**config.mk**
```make
export PLATFORM = sky130hd
export DESIGN_NAME = ccpo_queue
export DESIGN_NICKNAME = d
export VERILOG_FILES = /design/src/rtl/ccpo_pkg.sv /design/src/rtl/ccpo_queue.sv
export SDC_FILE = /design/constraint.sdc
export NUM_CORES = 1
export LEC_CHECK = 0
export BUFFER_PORTS_ARGS = -buffer_cell sky130_fd_sc_hd__buf_2
export CAP_MARGIN = 10
export CELL_PAD_IN_SITES_DETAIL_PLACEMENT = 1
export CELL_PAD_IN_SITES_GLOBAL_PLACEMENT = 2
export CORE_UTILIZATION = 35
export CTS_CLUSTER_SIZE = 16
export DETAILED_ROUTE_END_ITERATION = 10
export PLACE_DENSITY_LB_ADDON = 0.05
export RECOVER_POWER = 25
export SLEW_MARGIN = 40
export SYNTH_ARGS = -nofsm -noshare
export SYNTH_HDL_FRONTEND = slang
export SYNTH_SLANG_ARGS = --single-unit
```
**constraint.sdc**
```tcl
create_clock -name clk -period 14 [get_ports clk]
set_input_delay 4.2 -clock clk [delete_from_list [all_inputs] [get_ports clk]]
set_output_delay 4.2 -clock clk [all_outputs]
set_load 0.05 [all_outputs]
```
**src/rtl/ccpo_pkg.sv**
```systemverilog
// ---------------------------------------------------------------------------
// ccpo_pkg
// Shared types and constants for the cylinder push-out block.
// ---------------------------------------------------------------------------
package ccpo_pkg;

    localparam int Q_DEPTH    = 4;
    localparam int Q_AW       = 2;
    localparam int SQ_STAGES  = 32;
    localparam int DIV_STAGES = 33;

    // per-item data that rides along with the arithmetic
    typedef struct packed {
        logic               hit;
        logic               coin;
        logic               neg_x;
        logic               neg_z;
        logic [31:0]        mx;
        logic [31:0]        mz;
        logic [31:0]        r;
        logic signed [31:0] ax;
        logic signed [31:0] az;
        logic signed [31:0] bx;
        logic signed [31:0] by;
        logic signed [31:0] bz;
    } pl_t;

    // queue entry: payload plus squared horizontal distance
    typedef struct packed {
        pl_t         pl;
        logic [63:0] s;
    } qent_t;

    function automatic logic [31:0] sat32(input logic signed [34:0] v);
        logic [31:0] res;
        if (v > 35'sh0_7FFF_FFFF)
            res = 32'h7FFF_FFFF;
        else if (v < -35'sh0_8000_0000)
            res = 32'h8000_0000;
        else
            res = v[31:0];
        return res;
    endfunction

endpackage

```
**src/rtl/ccpo_queue.sv**
```systemverilog
// ---------------------------------------------------------------------------
// ccpo_queue
// Short register FIFO between the classify front and the solve back end.
// ---------------------------------------------------------------------------
module ccpo_queue (
    input  logic              clk,
    input  logic              rst_n,
    input  logic              push,
    input  ccpo_pkg::qent_t   wdata,
    input  logic              pop,
    output ccpo_pkg::qent_t   rdata,
    output logic              full,
    output logic              empty
);

    ccpo_pkg::qent_t                mem_reg [ccpo_pkg::Q_DEPTH];
    logic [ccpo_pkg::Q_AW-1:0]      wp_reg;
    logic [ccpo_pkg::Q_AW-1:0]      rp_reg;
    logic [ccpo_pkg::Q_AW:0]        cnt_reg;
    logic [ccpo_pkg::Q_AW:0]        cnt_next;

    assign full  = (cnt_reg == (ccpo_pkg::Q_AW+1)'(ccpo_pkg::Q_DEPTH));
    assign empty = (cnt_reg == '0);
    assign rdata = mem_reg[rp_reg];

    always_comb
    begin
        cnt_next = cnt_reg;
        if (push && !pop)
            cnt_next = cnt_reg + 1'b1;
        else if (pop && !push)
            cnt_next = cnt_reg - 1'b1;
    end

    always_ff @(posedge clk or negedge rst_n)
    begin
        if (!rst_n)
        begin
            wp_reg  <= '0;
            rp_reg  <= '0;
            cnt_reg <= '0;
        end
        else
        begin
            if (push)
                wp_reg <= wp_reg + 1'b1;
            if (pop)
                rp_reg <= rp_reg + 1'b1;
            cnt_reg <= cnt_next;
        end
    end

    always_ff @(posedge clk)
    begin
        if (push)
            mem_reg[wp_reg] <= wdata;
    end

    a_cnt_bound: assert property (@(posedge clk) disable iff (!rst_n)
        cnt_reg <= (ccpo_pkg::Q_AW+1)'(ccpo_pkg::Q_DEPTH))
        else $error("queue count past depth");
    a_no_overflow: assert property (@(posedge clk) disable iff (!rst_n)
        !(push && full && !pop))
        else $error("push into full queue");
    a_no_underflow: assert property (@(posedge clk) disable iff (!rst_n)
        !(pop && empty))
        else $error("pop from empty queue");
    a_push_fills: assert property (@(posedge clk) disable iff (!rst_n)
        (push && !pop) |=> !empty)
        else $error("queue empty after push");

endmodule

```
==> key figures <==
Synthesis
  – Most used flip-flop cell after synthesis: sky130_fd_sc_hd__edfxtp_1
  – Portion of the post-synthesis area used by sequential elements: 83.00%
  – Top cell types by occurrence after synthesis: 1296 x sky130_fd_sc_hd__edfxtp_1, 324 x sky130_fd_sc_hd__mux4_2, 31 x sky130_fd_sc_hd__buf_2
  – Synth top area share: 82.62%
  – Number of distinct standard cells referenced by the synthesized netlist: 20
  – Fraction of registers with async set/reset: 0.5372%
  – Synthesis warning total: 0
  – Total of flip-flops plus latches after synthesis: 1303
  – Mapped Avg Cell Area: 27.29 um2
  – Top cell type by total area after synthesis: sky130_fd_sc_hd__edfxtp_1
  – Number of enable-type register cells in the synthesized netlist: 1296
  – Cell with the most instances after synthesis: sky130_fd_sc_hd__edfxtp_1
  – Post-Synthesis Net Count: 2060
  – Synth area leaders: sky130_fd_sc_hd__edfxtp_1 83%, sky130_fd_sc_hd__mux4_2 15%, sky130_fd_sc_hd__buf_6 0.38%
  – Cell area after technology mapping: 47100 um2
  – Syn Inst Count: 1726

Global route
  – Global-route wire length before repair: 164700 um
  – Number of antenna violations at the first check in global routing: 62
  – Maximum number of pins on one net before global-route repair: 120
  – Via count of the first global-routing pass: 23250
  – Remaining global-route overflow: 0
  – Tot GR Track Use: 16.87%

Clocking
  – TritonCTS clock tree: yes
  – TritonCTS buffer count: 148
  – Number of H-tree levels: 4
  – Total of cells resized after clock tree synthesis: 0
  – Clock Latency Late Sink: 770 ps
  – Maximum count of clock buffers along a single path: 3
  – Buffer count from post-CTS setup fixing: 0
  – Hold-fix buffers, CTS: 0
  – CTS Sinks: 1303
  – Clock transition time at the flip-flop clock pins of the worst setup and hold paths: 60 ps
  – Library cell used as clock root buffer: sky130_fd_sc_hd__clkbuf_16

Floorplanning
  – Die Span Y: 368.8 um
  – Area of the core: 133500 um2
  – Initial Util: 35.29%
  – Overall die area: 136000 um2
  – I/O pins: 654
  – Row Count: 134
  – Horizontal die dimension: 368.8 um

Critical path
  – Critical path capture point type: output pin
  – Slack of the worst reg-to-reg path: 10910 ps
  – Kind of launch point of the worst setup path: register
  – Crit Path Category: register to output pin
  – Critical path required time: 9800 ps
  – Worst-path maximum fanout: 51
  – Data arrival time of the worst path: 4020 ps

STA
  – Final worst-path cycle share: 58.69%
  – Setup Skew: 30.51 ps
  – Max transition margin: 44.23%
  – Setup-failing EPs final: 0
  – Achievable clock frequency: 0.1217 GHz
  – Final Hold Violating Endpoints: 0
  – Worst-Margin Slew: 836.6 ps
  – Unrepaired setup endpoints after global routing: false
  – Setup TNS: 0 ps
  – Pins over their slew limit: 0
  – Final critical delay including setup and external delays: 8217 ps

Drt
  – Post-detailed-route DRC marker count: 0
  – Via density per instance: 4.871
  – Initial detailed-routing violation count: 1165
  – Routed length per instance: 26.22 um
  – Via count: 21320
  – Number of iterations in the first detailed-routing pass: 4
  – Remaining antenna violation count after routing: 0
  – Final WL: 114700 um

Cells and area
  – Number of nets at the end of the flow: 2827
  – Final Util: 42.72%
  – Layout cell share with drive strength beyond 1: 38.44%
  – Layout overhead on the synthesized area: 21.04%
  – Final instance area: 57010 um2
  – Flip-flop count of the largest register, all copies and words added: 1296

Power and ir drop
  – Reported net switching power: 5623 uW
  – Sequential share of power: 36.7%
  – Power density cells: 252.3 nW/um2
  – Internal cell power: 8759 uW
  – VDD IR-drop max: 0.0001096 V
  – Part of the total power dissipated in combinational logic: 38.1%
  – Switching portion of total power: 39.10%
  – Clock power frac: 25.2%
  – Static Leakage: 0.01867 uW

Flow run
  – Max_cap viols: 0

Placement
  – Routability-driven placement congestion ratio: 0.7294
  – Count of input and output buffers: 653
  – DP HPWL: 72020 um
  – Post-detailed-placement cell area: 52670 um2

Outcome
  – Outcome: finished clean

Hold path
  – Hold/Removal Path Class: register to register
==> power groups by stage <==
stage          clock network (uW)  registers (uW)  logic, uW
2_1_floorplan                   0            5540       4170
3_3_place_gp                    0            5340       5580
3_5_place_dp                    0            5380       5630
4_1_cts                      3750            5300       5640
5_1_grt                      3880            5350       5760
6_report                     3620            5280       5480
==> final cells by class <==
class | count | area, um2
repair buffers | 689 | 3612
inverters | 4 | 15.01
fillers | 12390 | 76450
multi-input cells | 347 | 7507
clock buffers | 193 | 4021
flip-flops and latches | 1303 | 39100
diodes | 9 | 22.52
well taps | 1768 | 2212
clock inverters | 63 | 521.8
==> critical path, stage by stage, from the launching register on <==
cell and delay [ps]:
sky130_fd_sc_hd__dfrtp_4 690, sky130_fd_sc_hd__buf_12 290, sky130_fd_sc_hd__buf_16 330, sky130_fd_sc_hd__buf_16 350, sky130_fd_sc_hd__buf_6 560, sky130_fd_sc_hd__mux4_2 590, sky130_fd_sc_hd__buf_2 250
==> per-layer routing <==
| layer | global-route usage [%] | part of all wire, % | routed length (um) | up-vias |
|---|---|---|---|---|
| li1 | - | - | - | 9098 |
| met2 | 28.44 | 50 | 57920 | 638 |
| met3 | 6.765 | 8.5 | 9702 | 248 |
| met1 | 19.81 | 38 | 44040 | 11280 |
| met4 | 4.780 | 2.4 | 2710 | 54 |
| met5 | 0 | 0.31 | 351 | - |
==> per-stage QoR <==
step	power [uW]	hold slack, ps	cells	worst slack, ps
after global routing	14980	558.4	4368	5397
after detailed placement	11010	504.6	4110	6414
after floorplan	9704	456.3	1726	1773
after CTS	14690	513.0	4366	5540
after global placement	10920	475.1	4100	6280
final	14380	514.7	4376	5783
==> worst paths after layout <==
check / endpoint / cells past startpoint / start
max: rdata[103] / 6 / rp_reg[0]
min in group asynchronous: rp_reg[0] / 1 / rst_n
min: cnt_reg[2] / 1 / cnt_reg[2]
min reg2reg: cnt_reg[2] / 1 / cnt_reg[2]
max in group asynchronous: rp_reg[1] / 1 / rst_n
max reg2reg: mem_reg[0][226] / 5 / wp_reg[0]
==> layout by cell type (no fill, tap or decap), types with 2 or more instances in the layout <==
| master | instances |
|---|---|
| sky130_fd_sc_hd__nand2_1 | 2 |
| sky130_fd_sc_hd__buf_2 | 448 |
| sky130_fd_sc_hd__dfrtp_4 | 2 |
| sky130_fd_sc_hd__inv_1 | 4 |
| sky130_fd_sc_hd__dfrtp_1 | 5 |
| sky130_fd_sc_hd__clkbuf_16 | 155 |
| sky130_fd_sc_hd__clkinv_1 | 34 |
| sky130_fd_sc_hd__edfxtp_1 | 1296 |
| sky130_fd_sc_hd__buf_4 | 4 |
| sky130_fd_sc_hd__buf_12 | 11 |
| sky130_fd_sc_hd__clkinv_2 | 14 |
| sky130_fd_sc_hd__clkinv_8 | 3 |
| sky130_fd_sc_hd__clkbuf_1 | 243 |
| sky130_fd_sc_hd__buf_16 | 7 |
| sky130_fd_sc_hd__inv_6 | 4 |
| sky130_fd_sc_hd__xnor2_1 | 2 |
| sky130_fd_sc_hd__diode_2 | 9 |
| sky130_fd_sc_hd__buf_6 | 14 |
| sky130_fd_sc_hd__bufinv_16 | 7 |
| sky130_fd_sc_hd__and2_4 | 4 |
| sky130_fd_sc_hd__mux4_2 | 324 |
| sky130_fd_sc_hd__ha_1 | 5 |
| sky130_fd_sc_hd__xor2_1 | 4 |
==> logic make-up after synthesis <==
| group | synth area share (%) |
|---|---|
| adder cells (fa/ha/maj) | 0.1753 |
| buffers and inverters | 1.086 |
| XOR/XNOR | 0.1116 |
| AND/OR/NAND/NOR | 0.1036 |
| flip-flops | 83.00 |
| multiplexers | 15.52 |
| AO/OA/AOI/OAI | 0.01062 |
No activity file was read; power rests on OpenSTA's default activity.
